--- src/hw/rtl/cks_pkg.sv ---
// shared types and constants for the color key span encoder
`default_nettype none

package cks_pkg;

  // output field widths
  localparam int LINE_NUM_W  = 10;
  localparam int START_COL_W = 10;
  localparam int RUN_LEN_W   = 11;
  localparam int LINE_RUNS_W = 10;
  localparam int RUN_NUM_W   = 19;

  // register fields
  localparam int COLOR_W = 24;
  localparam int DIM_W   = 11;

  // apb port
  localparam int ADDR_W = 4;
  localparam int DATA_W = 32;

  // register indexes, taken from paddr[3:2]
  localparam logic [1:0] REG_KEY_COLOR  = 2'd0;
  localparam logic [1:0] REG_LINE_WIDTH = 2'd1;
  localparam logic [1:0] REG_LINE_COUNT = 2'd2;

  // register reset values
  localparam logic [COLOR_W-1:0] KEY_COLOR_RST  = 24'h00FF00;
  localparam logic [DIM_W-1:0]   LINE_WIDTH_RST = 11'd1024;
  localparam logic [DIM_W-1:0]   LINE_COUNT_RST = 11'd1024;

  // record kinds
  localparam logic KIND_RUN     = 1'b0;
  localparam logic KIND_SUMMARY = 1'b1;

  // one pixel request
  typedef struct packed {
    logic [COLOR_W-1:0] pixel_color;
    logic               frame_start;
  } pixel_req_t;

  // one result record
  typedef struct packed {
    logic                   kind;
    logic [LINE_NUM_W-1:0]  line_number;
    logic [START_COL_W-1:0] start_column;
    logic [RUN_LEN_W-1:0]   run_length;
    logic [LINE_RUNS_W-1:0] line_run_count;
    logic [RUN_NUM_W-1:0]   run_number;
    logic                   last;
  } span_rec_t;

  // records produced by one pixel, handed to the result queue
  typedef struct packed {
    logic [1:0] count;
    span_rec_t  first;
    span_rec_t  second;
  } rec_push_t;

endpackage

`default_nettype wire

--- src/hw/rtl/cks_regs.sv ---
// apb configuration registers and clamped image bounds
`default_nettype none

module cks_regs import cks_pkg::*; #(
  parameter int MAX_WIDTH  = 1024,
  parameter int MAX_HEIGHT = 1024
) (
  input  wire logic                 clk,
  input  wire logic                 rst,
  input  wire logic                 psel,
  input  wire logic                 penable,
  input  wire logic                 pwrite,
  input  wire logic [ADDR_W-1:0]    paddr,
  input  wire logic [DATA_W-1:0]    pwdata,
  output logic      [DATA_W-1:0]    prdata,
  output logic                      pready,
  output logic      [COLOR_W-1:0]   key_color,
  output logic [$clog2(MAX_WIDTH)-1:0] last_col,
  output logic [((MAX_HEIGHT > 1) ? $clog2(MAX_HEIGHT) : 1)-1:0] last_line
);

  localparam int CW  = $clog2(MAX_WIDTH);
  localparam int LNW = (MAX_HEIGHT > 1) ? $clog2(MAX_HEIGHT) : 1;
  localparam int WCW = (CW + 1 > DIM_W) ? CW + 1 : DIM_W;
  localparam int HCW = (LNW + 1 > DIM_W) ? LNW + 1 : DIM_W;

  logic [DIM_W-1:0] line_width;
  logic [DIM_W-1:0] line_count;
  logic             wr_en;
  logic [WCW-1:0]   width_ext;
  logic [HCW-1:0]   count_ext;

  assign pready = 1'b1;
  assign wr_en  = psel & penable & pwrite;

  // register writes
  always_ff @(posedge clk) begin
    if (rst) begin
      key_color  <= KEY_COLOR_RST;
      line_width <= LINE_WIDTH_RST;
      line_count <= LINE_COUNT_RST;
    end else if (wr_en) begin
      case (paddr[3:2])
        REG_KEY_COLOR:  key_color  <= pwdata[COLOR_W-1:0];
        REG_LINE_WIDTH: line_width <= pwdata[DIM_W-1:0];
        REG_LINE_COUNT: line_count <= pwdata[DIM_W-1:0];
        default: ;
      endcase
    end
  end

  // read mux
  always_comb begin
    case (paddr[3:2])
      REG_KEY_COLOR:  prdata = DATA_W'(key_color);
      REG_LINE_WIDTH: prdata = DATA_W'(line_width);
      REG_LINE_COUNT: prdata = DATA_W'(line_count);
      default:        prdata = '0;
    endcase
  end

  // last column index, width clamped to 1..MAX_WIDTH
  assign width_ext = WCW'(line_width);
  always_comb begin
    if (line_width == '0) begin
      last_col = '0;
    end else if (width_ext >= WCW'(MAX_WIDTH)) begin
      last_col = CW'(MAX_WIDTH - 1);
    end else begin
      last_col = CW'(width_ext - WCW'(1));
    end
  end

  // last line index, count clamped to 1..MAX_HEIGHT
  assign count_ext = HCW'(line_count);
  always_comb begin
    if (line_count == '0) begin
      last_line = '0;
    end else if (count_ext >= HCW'(MAX_HEIGHT)) begin
      last_line = LNW'(MAX_HEIGHT - 1);
    end else begin
      last_line = LNW'(count_ext - HCW'(1));
    end
  end

endmodule

`default_nettype wire

--- src/hw/rtl/cks_core.sv ---
// pixel input register, position and run state, record generation
`default_nettype none

module cks_core import cks_pkg::*; #(
  parameter int MAX_WIDTH  = 1024,
  parameter int MAX_HEIGHT = 1024
) (
  input  wire logic                 clk,
  input  wire logic                 rst,
  input  wire logic                 pix_valid,
  output logic                      pix_stall,
  input  wire pixel_req_t           pix,
  input  wire logic [COLOR_W-1:0]   key_color,
  input  wire logic [$clog2(MAX_WIDTH)-1:0] last_col,
  input  wire logic [((MAX_HEIGHT > 1) ? $clog2(MAX_HEIGHT) : 1)-1:0] last_line,
  input  wire logic                 room,
  output rec_push_t                 push
);

  localparam int CW  = $clog2(MAX_WIDTH);
  localparam int LNW = (MAX_HEIGHT > 1) ? $clog2(MAX_HEIGHT) : 1;

  // input register
  logic               hold_valid;
  logic [COLOR_W-1:0] hold_pixel;
  logic               hold_fs;
  logic               fire;
  logic               accept;

  // scan state
  logic [CW-1:0]          column, column_next;
  logic [LNW-1:0]         line, line_next;
  logic                   in_run, in_run_next;
  logic [CW-1:0]          run_start, run_start_next;
  logic [LINE_RUNS_W-1:0] runs_in_line, runs_in_line_next;
  logic [RUN_NUM_W-1:0]   runs_in_frame, runs_in_frame_next;

  // working values
  logic [CW-1:0]          col_e, start_e, run_from;
  logic [LNW-1:0]         line_e;
  logic                   run_e;
  logic [LINE_RUNS_W-1:0] ril_e, ril_a;
  logic [RUN_NUM_W-1:0]   rif_e, rif_a;
  logic                   opaque, line_end, close_key, close_end, run_emit;
  logic [CW:0]            run_len;
  span_rec_t              run_rec, sum_rec;

  assign fire      = hold_valid & room;
  assign pix_stall = hold_valid & ~room;
  assign accept    = pix_valid & ~pix_stall;

  // input register
  always_ff @(posedge clk) begin
    if (rst) begin
      hold_valid <= 1'b0;
    end else if (accept) begin
      hold_valid <= 1'b1;
    end else if (fire) begin
      hold_valid <= 1'b0;
    end
    if (accept) begin
      hold_pixel <= pix.pixel_color;
      hold_fs    <= pix.frame_start;
    end
  end

  // frame start clears position and counters first
  always_comb begin
    col_e   = hold_fs ? '0 : column;
    line_e  = hold_fs ? '0 : line;
    run_e   = hold_fs ? 1'b0 : in_run;
    start_e = hold_fs ? '0 : run_start;
    ril_e   = hold_fs ? '0 : runs_in_line;
    rif_e   = hold_fs ? '0 : runs_in_frame;
  end

  // run tracking: key pixel closes, line end closes with this pixel
  always_comb begin
    opaque    = hold_pixel != key_color;
    line_end  = col_e >= last_col;
    close_key = run_e & ~opaque;
    close_end = line_end & opaque;
    run_emit  = close_key | close_end;
    run_from  = run_e ? start_e : col_e;
    run_len   = {1'b0, col_e} - {1'b0, run_from} + (CW + 1)'(close_end);
    ril_a     = ril_e + LINE_RUNS_W'(run_emit);
    rif_a     = rif_e + RUN_NUM_W'(run_emit);
  end

  // records
  always_comb begin
    run_rec.kind           = KIND_RUN;
    run_rec.line_number    = LINE_NUM_W'(line_e);
    run_rec.start_column   = START_COL_W'(run_from);
    run_rec.run_length     = RUN_LEN_W'(run_len);
    run_rec.line_run_count = ril_e;
    run_rec.run_number     = rif_e;
    run_rec.last           = ~line_end;

    sum_rec.kind           = KIND_SUMMARY;
    sum_rec.line_number    = LINE_NUM_W'(line_e);
    sum_rec.start_column   = '0;
    sum_rec.run_length     = '0;
    sum_rec.line_run_count = ril_a;
    sum_rec.run_number     = rif_a;
    sum_rec.last           = 1'b1;

    push.first  = run_emit ? run_rec : sum_rec;
    push.second = sum_rec;
    if (!fire) begin
      push.count = 2'd0;
    end else begin
      push.count = 2'({1'b0, run_emit} + {1'b0, line_end});
    end
  end

  // next scan state
  always_comb begin
    run_start_next = run_from;
    if (line_end) begin
      column_next       = '0;
      in_run_next       = 1'b0;
      runs_in_line_next = '0;
      if (line_e >= last_line) begin
        line_next          = '0;
        runs_in_frame_next = '0;
      end else begin
        line_next          = line_e + LNW'(1);
        runs_in_frame_next = rif_a;
      end
    end else begin
      column_next        = col_e + CW'(1);
      in_run_next        = opaque;
      runs_in_line_next  = ril_a;
      line_next          = line_e;
      runs_in_frame_next = rif_a;
    end
  end

  // state registers
  always_ff @(posedge clk) begin
    if (rst) begin
      column        <= '0;
      line          <= '0;
      in_run        <= 1'b0;
      run_start     <= '0;
      runs_in_line  <= '0;
      runs_in_frame <= '0;
    end else if (fire) begin
      column        <= column_next;
      line          <= line_next;
      in_run        <= in_run_next;
      run_start     <= run_start_next;
      runs_in_line  <= runs_in_line_next;
      runs_in_frame <= runs_in_frame_next;
    end
  end

endmodule

`default_nettype wire

--- src/hw/rtl/cks_fifo.sv ---
// four-entry result queue, up to two pushes and one pop per cycle
`default_nettype none

module cks_fifo import cks_pkg::*; (
  input  wire logic      clk,
  input  wire logic      rst,
  input  wire rec_push_t push,
  output logic           room,
  output logic           rec_valid,
  input  wire logic      rec_stall,
  output span_rec_t      rec
);

  localparam int DEPTH = 4;
  localparam int PW    = $clog2(DEPTH);

  span_rec_t       mem [DEPTH];
  logic [PW-1:0]   wr_ptr, rd_ptr;
  logic [PW:0]     count, count_next;
  logic            pop;

  assign rec_valid = count != '0;
  assign rec       = mem[rd_ptr];
  assign pop       = rec_valid & ~rec_stall;
  assign room      = count <= (PW + 1)'(DEPTH - 2);

  always_comb begin
    count_next = count + (PW + 1)'(push.count) - (PW + 1)'(pop);
  end

  // storage
  always_ff @(posedge clk) begin
    if (push.count != 2'd0) begin
      mem[wr_ptr] <= push.first;
    end
    if (push.count == 2'd2) begin
      mem[wr_ptr + PW'(1)] <= push.second;
    end
  end

  // pointers and fill count
  always_ff @(posedge clk) begin
    if (rst) begin
      wr_ptr <= '0;
      rd_ptr <= '0;
      count  <= '0;
    end else begin
      wr_ptr <= wr_ptr + PW'(push.count);
      rd_ptr <= rd_ptr + PW'(pop);
      count  <= count_next;
    end
  end

endmodule

`default_nettype wire

--- src/hw/rtl/color_key_span_encoder.sv ---
// top level of the color key span encoder
//
//   channel  direction  handshake               payload
//   pix      in         pix_valid / pix_stall   pixel_req_t
//   rec      out        rec_valid / rec_stall   span_rec_t
//   apb      in         psel / penable / pready key_color, line_width, line_count
//
// one pixel per cycle while pix_stall is low: a pixel is held in the input
// register, then the compare and counter logic writes its records into the
// queue. a pixel that ends a line and closes a run makes two records; the queue
// drains one record per cycle while rec_stall is low, which bounds output at one
// per cycle. rst is synchronous: it clears position, run state and the queue and
// loads register defaults. pix_stall rises when a pixel is held and two queue entries are not free.
`default_nettype none

module color_key_span_encoder import cks_pkg::*; #(
  parameter int MAX_WIDTH  = 1024,
  parameter int MAX_HEIGHT = 1024
) (
  input  wire logic              clk,
  input  wire logic              rst,
  input  wire logic              psel,
  input  wire logic              penable,
  input  wire logic              pwrite,
  input  wire logic [ADDR_W-1:0] paddr,
  input  wire logic [DATA_W-1:0] pwdata,
  output logic      [DATA_W-1:0] prdata,
  output logic                   pready,
  input  wire logic              pix_valid,
  output logic                   pix_stall,
  input  wire pixel_req_t        pix,
  output logic                   rec_valid,
  input  wire logic              rec_stall,
  output span_rec_t              rec
);

  localparam int CW  = $clog2(MAX_WIDTH);
  localparam int LNW = (MAX_HEIGHT > 1) ? $clog2(MAX_HEIGHT) : 1;

  logic [COLOR_W-1:0] key_color;
  logic [CW-1:0]      last_col;
  logic [LNW-1:0]     last_line;
  logic               room;
  rec_push_t          push;

  // configuration registers
  cks_regs #(
    .MAX_WIDTH  (MAX_WIDTH),
    .MAX_HEIGHT (MAX_HEIGHT)
  ) u_regs (
    .clk       (clk),
    .rst       (rst),
    .psel      (psel),
    .penable   (penable),
    .pwrite    (pwrite),
    .paddr     (paddr),
    .pwdata    (pwdata),
    .prdata    (prdata),
    .pready    (pready),
    .key_color (key_color),
    .last_col  (last_col),
    .last_line (last_line)
  );

  // scan and run logic
  cks_core #(
    .MAX_WIDTH  (MAX_WIDTH),
    .MAX_HEIGHT (MAX_HEIGHT)
  ) u_core (
    .clk       (clk),
    .rst       (rst),
    .pix_valid (pix_valid),
    .pix_stall (pix_stall),
    .pix       (pix),
    .key_color (key_color),
    .last_col  (last_col),
    .last_line (last_line),
    .room      (room),
    .push      (push)
  );

  // result queue
  cks_fifo u_fifo (
    .clk       (clk),
    .rst       (rst),
    .push      (push),
    .room      (room),
    .rec_valid (rec_valid),
    .rec_stall (rec_stall),
    .rec       (rec)
  );

endmodule

`default_nettype wire

--- config.mk ---
export PLATFORM = sky130hd
export DESIGN_NAME = color_key_span_encoder
export DESIGN_NICKNAME = d
export VERILOG_FILES = /design/src/hw/rtl/cks_pkg.sv /design/src/hw/rtl/cks_regs.sv /design/src/hw/rtl/cks_core.sv /design/src/hw/rtl/cks_fifo.sv /design/src/hw/rtl/color_key_span_encoder.sv
export SDC_FILE = /design/constraint.sdc
export NUM_CORES = 1
export LEC_CHECK = 0
export BUFFER_PORTS_ARGS = -buffer_cell sky130_fd_sc_hd__clkbuf_2
export CORE_UTILIZATION = 37
export DETAILED_ROUTE_END_ITERATION = 8
export HOLD_SLACK_MARGIN = 0.12
export PLACE_DENSITY = 0.67
export SETUP_SLACK_MARGIN = 0.1
export SLEW_MARGIN = 20
export SYNTH_ARGS = -nofsm -noshare
export SYNTH_HDL_FRONTEND = slang
export SYNTH_SLANG_ARGS = --single-unit
--- constraint.sdc ---
create_clock -name clk -period 5.9 [get_ports clk]
set_input_delay 1.18 -clock clk [delete_from_list [all_inputs] [get_ports clk]]
set_output_delay 1.18 -clock clk [all_outputs]
set_load 0.01 [all_outputs]
; Word-level counts from Yosys, hierarchy flattened
; Memory sizes are Yosys's and may differ from the RTL's. A register that Yosys moved wholly into a read port is not among the register bits.
; Cells that the tools add are included.
[classes]
n_addsub = 14
n_lt_le_gt_ge = 5
n_eq_ne = 4
muxes = 28
bitwise_logic = 14
n_reduce_logical = 9
[ops]
columns = operator, n
row1 = 10-bit two-way mux, 13
row2 = 24-bit case mux with 3 select lines, 1
row3 = 62-bit two-way mux, 1
row4 = 19-bit two-way mux, 3
row5 = 24-bit inequality test, 1
row6 = "11-bit >= comparator, second input constant", 2
row7 = 11-bit logical NOT, 2
row8 = "10-bit by 1-bit adder with 10-bit output, second input constant", 2
row9 = 10-bit >= comparator, 2
row10 = "10-bit by 1-bit subtractor with 10-bit output, second input constant", 2
row11 = 19-bit by 1-bit adder with 19-bit output, 1
row12 = 11-bit by 1-bit adder with 11-bit output, 1
row13 = 10-bit by 10-bit subtractor with 11-bit output, 1
row14 = 10-bit by 1-bit adder with 10-bit output, 1
row15 = 1-bit bitwise AND, 8
row16 = 1-bit two-way mux, 8
row17 = 2-bit AND reduction, 3
row18 = 1-bit NOT, 5
row19 = "2-bit equality test, second input constant", 2
row20 = 2-bit two-way mux, 2
row21 = 2-bit nonzero test, 2
row22 = 3-bit by 2-bit adder with 3-bit output, 1
row23 = "3-bit by 2-bit less-or-equal comparator with 1-bit output, second input constant", 1
row24 = 3-bit nonzero test, 1
row25 = other kinds (8), 8
[totals]
register_bits = 139
ram_bits = 248
inputBits = 68
out_inout_bits = 97
n_memories = 1
[memory_table]
columns = memory, words, width, read_ports, rd_ports_with_merged_regs, wr, line_no
row1 = u_fifo.mem, 4, 62, 1, 1, 2, cks_fifo.sv:17  ; span_rec_t mem [DEPTH];

; Logic depth before layout (Yosys ltp)
; Gate-level depths: netlist of run 1.
[depth]
ltp_word = 11
mapped_depth = 27

; Hierarchy
; Synthesis of run 1 repeated with hierarchy kept, for this count alone.
[unflattened]
cells_unflattened = 1804
hier_area_um2 = 21702.1
[modules_own_cells]
columns = module, n_inst, cells_each, area_each_um2, seq_area_each_um2
row1 = cks_fifo, 1, 647, 12589.6, 7587.3
row2 = cks_core, 1, 809, 6465.0, 1971.9
row3 = cks_regs, 1, 348, 2647.5, 920.9

; Worst setup path before layout of run 1
; OpenSTA, ideal clock, no wires.
[synth_path]
kind = register to register
start = register u_core.hold_fs
end = memory u_fifo.mem[2][12] (netlist name), data pin
setup_time_ns = 0.169
t_arrival_ns = 5.802
slack_ns = -0.070
path_stages_with_launch = 22
path_buffers = 8
synth_period_minus_slack_ns = 5.970
cell_sequence = edfxtp_1 > clkbuf_1 > clkbuf_1 > clkbuf_1 > clkbuf_1 > buf_1 > nor2b_1 > ha_1 > a21boi_0 > o311ai_1 > and2_1 > inv_1 > clkbuf_1 > clkbuf_1 > ha_1 > clkbuf_1 > o211ai_1 > nor2_1 > nor2_1 > inv_1 > o21ai_0 > a211oi_1
[synth_lines]
columns = item, line_no
row1 = start: declaration, cks_core.sv:26  ; logic hold_fs;
row2 = start signal: assignment, cks_core.sv:63  ; hold_fs <= pix.frame_start;
row3 = end: declaration, cks_fifo.sv:17

==> metrics.md, run 1 <==
| Metric | Value |
|---|---|
| Crit path kind | `reg -> reg` |
| Most common cell after layout, fill and taps aside | `nand2_1` |
| Initial antenna violation count | `0` |
| Tmin final | `5.30 ns` |
| Yosys reg bits | `387` |
| YS warnings | `0` |
| Clock Path Buffers | `3` |
| Pwr per Cell Area | `291 nW/um2` |
| Initial drt markers | `1716` |
| Largest net degree at the start of global routing | `83` |
| Dpl hpwl | `37.9 mm` |
| Syn-to-layout area delta | `14.6%` |
| Final ANT Viol Nets | `0` |
| Worst Tran Pin Value | `1.06 ns` |
| Dpl cells | `2691` |
| R2R setup slack | `0.60 ns` |
| RSZ-0062 raised after global routing | `no` |
| Skew-Pair Late Insertion Delay | `0.57 ns` |
| Vias post-DR | `16000` |
| Critical Path RT | `6.27 ns` |
| Setup violators final | `0` |
| Switching Fraction | `26.1%` |
| VDD IR max | `0.000185 V` |
| Die Wd | `232 um` |
| Total power | `6.52 mW` |
| Layout Utilization | `43.3%` |
| # rows | `83` |
| Post-synthesis cell type count | `75` |
| Total grt overflow | `0` |
| Max Slew Vio Count | `0` |
| Top FF cell, synth | `dfxtp_1` |
| Post-CTS Hold Fix Bufs | `0` |
| Total GRT Usage | `21.2%` |
| Setup_tns | `0 ns` |
| Clock Skews | `0.0243 ns` |
| Post-Syn Area | `19600 um2` |
| WL/cell | `20.7 um` |
| Sw power | `1.70 mW` |
| Critical Path AT | `5.67 ns` |
| Starting Density | `37.8%` |
| Die area | `53800 um2` |
| Count of nets after finishing | `2180` |
| Asr flop ratio synth | `0%` |
| Final WS setup | `0.597 ns` |
| Fin. Hold Viols | `0` |
| Core Area | `51700 um2` |
| Num ports | `165` |
| Pint | `4.82 mW` |
| Fill count | `4907` |
| Worst hold slack | `0.450 ns` |
| Tcrit/Tclk final | `89.9%` |
| Via-per-instance ratio | `5.77` |
| Status | `complete, no violations` |
| Fin cells | `2769` |
| HP Class | `reg -> reg` |
| First-pass GRT wire length | `88.6 mm` |
| DR DRC count | `0` |
| Comb power frac | `15.0%` |
| Root Driver | `clkbuf_16` |
| Layout cells sized above 1 | `17.5%` |
| Post-synth EDFFs | `181` |
| Max Fclk | `0.189 GHz` |
| N_diodes | `0` |
| Number of global-route vias before repair | `15800` |
| Synth Instances | `1946` |
| H-tree Lvls | `2` |
| Clock Power Share | `40.0%` |
| Total Wirelength | `57.4 mm` |
| Critical path fanouts, max | `6` |
| Chip height | `232 um` |
| CP Launch Type | `flip-flop` |
| CTS buffer count | `42` |
| Final Instance Area | `22400 um2` |
| Clk sink count | `387` |
| Pre-CTS setup slack | `0.542 ns` |
| Syn Area/Cell | `10.0 um2` |
| Commonest non-fill, non-tap cells in the layout | `nand2_1, dfxtp_1, edfxtp_1` |
| P_leak | `7.94 nW` |
| Dpl cell area | `21000 um2` |
| CTS tree | `built` |
| MaxCap Viol Count | `0` |
| GPL Wtd Cong | `0.888` |
| Clock-pin slew on the worst setup and hold paths | `0.06 ns` |
| Slew headroom | `29.1%` |
| Crit end category | `flip-flop` |
| Number of port buffers | `145` |
| TritonRoute pass-1 iters | `6` |
| Seq pwr share | `45.0%` |
| Seq/Total Area, Yosys | `48.9%` |
[critical path, stage by stage, from the launching register on]
cell	delay [ns]
dfxtp_1	0.36
nor3_1	0.38
nand2_1	0.15
or3_1	0.34
nor3_1	0.14
a211oi_1	0.08
ha_1	0.32
nand2_1	0.08
nor2_1	0.20
o311ai_2	0.23
and2_2	0.30
mux2_4	0.30
inv_2	0.08
ha_1	0.21
ha_1	0.21
nand2_1	0.10
nor2_1	0.27
nand2_1	0.20
nor3b_1	0.61
o21ai_0	0.19
a221oi_1	0.38
[final cells by class]
class | count | area (um2) | area share [%]
Clock buffer | 60 | 1210 | 5.41
Clock inverter | 17 | 148 | 0.659
Inverter | 57 | 218 | 0.971
Multi-Input combinational cell | 1366 | 9260 | 41.3
Sequential cell | 387 | 9560 | 42.7
Tap cell | 680 | 851 | 3.80
Timing Repair Buffer | 202 | 1170 | 5.21
[power groups by stage]
stage	Sequential [mW]	Clock (mW)	Combinational, mW
6_report	2.93	2.61	0.977
3_5_place_dp	3.00	0	1.00
4_1_cts	2.94	2.64	1.00
3_3_place_gp	2.99	0	0.988
2_1_floorplan	2.90	0	0.718
5_1_grt	2.95	2.76	1.06
[worst paths after layout]
check / from / cells after the start / end
max: u_regs.line_width[0] / 20 / u_fifo.mem[2][9]
min: u_fifo.mem[0][46] / 2 / u_fifo.mem[0][46]
min reg2reg: u_fifo.mem[0][46] / 2 / u_fifo.mem[0][46]
max reg2reg: u_regs.line_width[0] / 20 / u_fifo.mem[2][9]
[flip-flops by register name, summed over array words and instances (netlist names)]
name / count
u_core.column: 10
u_regs.count_ext: 11
u_core.runs_in_line: 10
u_regs.key_color: 24
u_fifo.mem: 248
u_fifo.rd_ptr: 2
u_core.hold_valid: 1
u_core.in_run: 1
u_core.run_start: 10
u_core.line: 10
u_core.hold_pixel: 24
u_core.hold_fs: 1
u_fifo.wr_ptr: 2
u_core.runs_in_frame: 19
u_regs.line_width: 11
u_fifo.count: 3
[Yosys cell counts (10+ instances only)]
cell,count,share of area [%]
a22o_1,40,1.8
or3_1,14,0.45
clkbuf_1,106,2.0
and2_1,18,0.58
a21oi_1,120,3.1
nor2b_1,26,0.83
nand4_1,10,0.32
a211oi_1,13,0.50
xnor2_1,35,1.6
inv_1,56,1.1
a22oi_1,16,0.61
nand2_1,245,4.7
a221oi_1,13,0.58
nor2_1,158,3.0
nand2b_1,48,1.5
mux4_2,62,7.1
o22ai_1,33,1.1
nand3b_1,22,0.84
and3_1,11,0.35
ha_1,54,3.5
buf_1,15,0.29
a31oi_1,11,0.35
nand3_1,39,1.0
nor3_1,32,0.82
o21ai_0,168,4.3
dfxtp_1,206,21
xor2_1,28,1.3
edfxtp_1,181,28
mux2i_1,35,1.8
[per-layer routing]
metal  up-vias  share of wire (%)  track usage (%)  routed length, um
met5         -                  0                0                  0
met4         0                3.3             7.87               1900
met2       777                 50             36.9              28500
met3       142                7.9             3.79               4520
li1       7317                  -                -                  -
met1      7749                 39             25.9              22500
[what timing repair did]
item | 4_1_cts | 5_1_grt
gates resized for setup | 0 | 6
buffers inserted | 0 | 1
endpoints found under the hold margin | 0 | 0
endpoints found under the setup margin | 0 | 36
[cell families (layout without fill, tap and decap cells)]
| logic type | Yosys count | count (layout) | synth area share (%) |
|---|---|---|---|
| xor gates and xnor gates | 63 | 63 | 2.82 |
| adders and majority gates | 56 | 56 | 3.66 |
| other | 2 | 9 | 0.0384 |
| DFF | 387 | 387 | 48.9 |
| and+or+nand+nor | 650 | 650 | 15.5 |
| AOI/OAI and AO/OA | 487 | 487 | 15.7 |
| buffers and inverters | 200 | 336 | 4.22 |
| muxes | 101 | 101 | 9.18 |
Note: power is estimated with default switching activity, not from simulation.
==> run 2: changes to the inputs <==
--- a/config.mk
+++ b/config.mk
@@ -6,12 +6,14 @@
 export NUM_CORES = 1
 export LEC_CHECK = 0
 export BUFFER_PORTS_ARGS = -buffer_cell sky130_fd_sc_hd__clkbuf_2
+export CORE_ASPECT_RATIO = 2
 export CORE_UTILIZATION = 37
 export DETAILED_ROUTE_END_ITERATION = 8
 export HOLD_SLACK_MARGIN = 0.12
-export PLACE_DENSITY = 0.67
+export PLACE_DENSITY = 0.66
 export SETUP_SLACK_MARGIN = 0.1
 export SLEW_MARGIN = 20
 export SYNTH_ARGS = -nofsm -noshare
 export SYNTH_HDL_FRONTEND = slang
+export SYNTH_HIERARCHICAL = 1
 export SYNTH_SLANG_ARGS = --single-unit
==> metrics.md, run 2 <==
| Metric | Value |
|---|---|
| Status | `complete, no violations` |
| Post-synth top area share | `37.8%` |
| Clock Skews | `0.0337 ns` |
| Post-Syn Area | `21700 um2` |
| Count leader, synth | `edfxtp_1` |
| # rows | `125` |
| Pwr per Cell Area | `252 nW/um2` |
| Top FF cell, synth | `edfxtp_1` |
| Crit end category | `flip-flop` |
| Post-synth EDFFs | `273` |
| Multi-input logic area | `10300 um2` |
| Via-per-instance ratio | `5.45` |
| Number of global-route vias before repair | `15300` |
| N_diodes | `0` |
| Layout cells sized above 1 | `30.6%` |
| Asr flop ratio synth | `0%` |
| Register area | `10500 um2` |
| Tmin final | `5.50 ns` |
| Critical path fanouts, max | `9` |
| Commonest non-fill, non-tap cells in the layout | `edfxtp_1, mux2_2, clkbuf_2` |
| Starting Density | `37.4%` |
| Critical Path RT | `6.19 ns` |
| Final ANT Viol Nets | `0` |
| Root Driver | `clkbuf_16` |
| Commonest cells in the synthesized netlist | `edfxtp_1, mux2_2, dfxtp_1` |
| Worst Tran Pin Value | `1.11 ns` |
| Fill count | `5324` |
| Number of port buffers | `145` |
| WHS Path Cells | `2` |
| Initial antenna violation count | `0` |
| Setup_tns | `0 ns` |
| CTS buffer count | `35` |
| Setup violators final | `0` |
| Initial drt markers | `593` |
| Dpl hpwl | `35.8 mm` |
| Clk sink count | `387` |
| WL/cell | `20.3 um` |
| Biggest regs | `u_fifo/mem (248), u_core/hold_pixel (24), u_regs/key_color (24)` |
| Yosys reg bits | `387` |
| Die Wd | `173 um` |
| Biggest register | `u_fifo/mem` |
| P_leak | `8.92 nW` |
| Max Slew Vio Count | `0` |
| Worst r2r path cells | `23` |
| Syn Area/Cell | `12.0 um2` |
| Die area | `59700 um2` |
| Count of nets after finishing | `2010` |
| HP Class | `reg -> reg` |
| Vias post-DR | `14600` |
| Total grt overflow | `0` |
| Skew-Pair Late Insertion Delay | `0.57 ns` |
| Clock-pin slew on the worst setup and hold paths | `0.07 ns` |
| Fin. Hold Viols | `0` |
| Ranking of synthesized cells by area | `edfxtp_1, dfxtp_1, mux2_2` |
| Tcrit/Tclk final | `93.3%` |
| Syn-to-layout area delta | `11.3%` |
| Layout Utilization | `41.6%` |
| Slew headroom | `26.2%` |
| Synth Instances | `1804` |
| Total Wirelength | `54.3 mm` |
| YS warnings | `6` |
| Total GRT Usage | `18.1%` |
| VDD IR max | `0.000224 V` |
| Core Area | `58000 um2` |
| Chip height | `345 um` |
| Num ports | `165` |
| Largest register FFs | `248` |
| Clock Path Buffers | `3` |
| MaxCap Viol Count | `0` |
| Seq/Total Area, Yosys | `48.3%` |
| GPL Wtd Cong | `0.907` |
| Max Fclk | `0.182 GHz` |
| Largest net degree at the start of global routing | `86` |
| Post-CTS Setup Bufs | `0` |
| Post-synthesis cell type count | `78` |
| Most common cell after layout, fill and taps aside | `edfxtp_1` |
| Crit path kind | `reg -> reg` |
| DR DRC count | `0` |
| CTS tree | `built` |
| H-tree Lvls | `2` |
| RSZ-0062 raised after global routing | `no` |
| TritonRoute pass-1 iters | `5` |
| CP Launch Type | `flip-flop` |
| Leading area contributor after synthesis | `edfxtp_1` |
| First-pass GRT wire length | `84.4 mm` |
| Critical Path AT | `5.80 ns` |
## run 2: cell types whose count changed in the layout (fill, tap and decap cells not counted), sizes merged, moves of 23 or more
cell	previous run	this run
mux2	4	258
nand2	245	79
o21ai	170	72
dfxtp	206	114
edfxtp	181	273
nor2	158	100
nand3	39	91
a22o	40	3
nand2b	48	12
o22ai	33	5
buf	58	34
conb	9	32
## run 2: worst max-delay path, cell delays in order (launching register included)
cell and delay (ns):
dfxtp_1 0.39, inv_1 0.08, ha_1 0.22, or4b_4 0.53, or3_1 0.33, o211ai_1 0.16, inv_1 0.06, ha_1 0.27
nand4_1 0.13, nor2_1 0.21, a311oi_1 0.15, a2bb2oi_2 0.23, inv_1 0.09, ha_1 0.27, inv_1 0.04, ha_1 0.22
fa_1 0.42, a21o_1 0.19, a21oi_2 0.19, o21bai_1 0.09, a21oi_1 0.20, xor2_1 0.34, nor2_1 0.15, mux2_2 0.30
## run 2: through the flow
step	worst slack (ns)	total power, mW	area, um2	std cells	hold WS (ns)
after floorplan	0.113	3.55	21800	1832	0.427
after global placement	0.315	3.79	23000	2614	0.435
after detailed placement	0.192	3.81	23000	2614	0.445
after CTS	0.195	6.17	24100	2678	0.454
after global routing	0.0741	6.30	24200	2678	0.472
final	0.397	6.09	24200	2678	0.451
## run 2: layer usage
metal  global-route usage [%]  share of wire [%]  up-vias
met5                        0                  0        -
met4                     10.4                5.4        0
met3                     2.15                3.7      126
met2                     35.3                 55      403
met1                     18.4                 36     7200
li1                         -                  -     6871
## run 2: timing repair
action / CTS / global route
endpoints found under the setup margin: 0 / 124
hold endpoints to repair: 0 / 0
hold buffers: 0 / 0
resized for setup: 0 / 5
## run 2: path summary, 6_finish.rpt
path	from	end	slack [ns]
worst max-delay path	u_regs/line_width[1]	u_fifo/mem[2][36]	0.40
worst min-delay path	u_core/runs_in_frame[0]	u_core/runs_in_frame[0]	0.45
worst max register to register	u_regs/line_width[1]	u_fifo/mem[2][36]	0.40
worst min register to register	u_core/runs_in_frame[0]	u_core/runs_in_frame[0]	0.45
## run 2: kinds of logic (layout without fill, tap and decap cells)
logic type,after synthesis,in the layout,share of synthesized area (%)
and+or+nand+nor,476,476,11.5
AOI/OAI and AO/OA,263,263,7.21
adders and majority gates,53,53,3.12
DFF,387,387,48.3
other,4,32,0.0692
xor gates and xnor gates,71,71,2.87
buffers and inverters,207,291,5.05
muxes,343,343,21.9
## run 2: report_power, final
group          total (mW)  leakage [nW]  internal (mW)  switching (mW)
clock                2.36         0.572           1.31            1.04
combinational       0.786          4.87          0.325           0.461
sequential           2.95          3.48           2.92          0.0340
## run 2: layout make-up
| class | count | share of cell area, % |
|---|---|---|
| inverter | 49 | 0.761 |
| tap | 762 | 3.95 |
| clock buffer | 46 | 4.05 |
| multi-input combinational | 1238 | 42.6 |
| sequential | 387 | 43.4 |
| clock inverter | 18 | 0.782 |
| timing repair buffer | 178 | 4.40 |
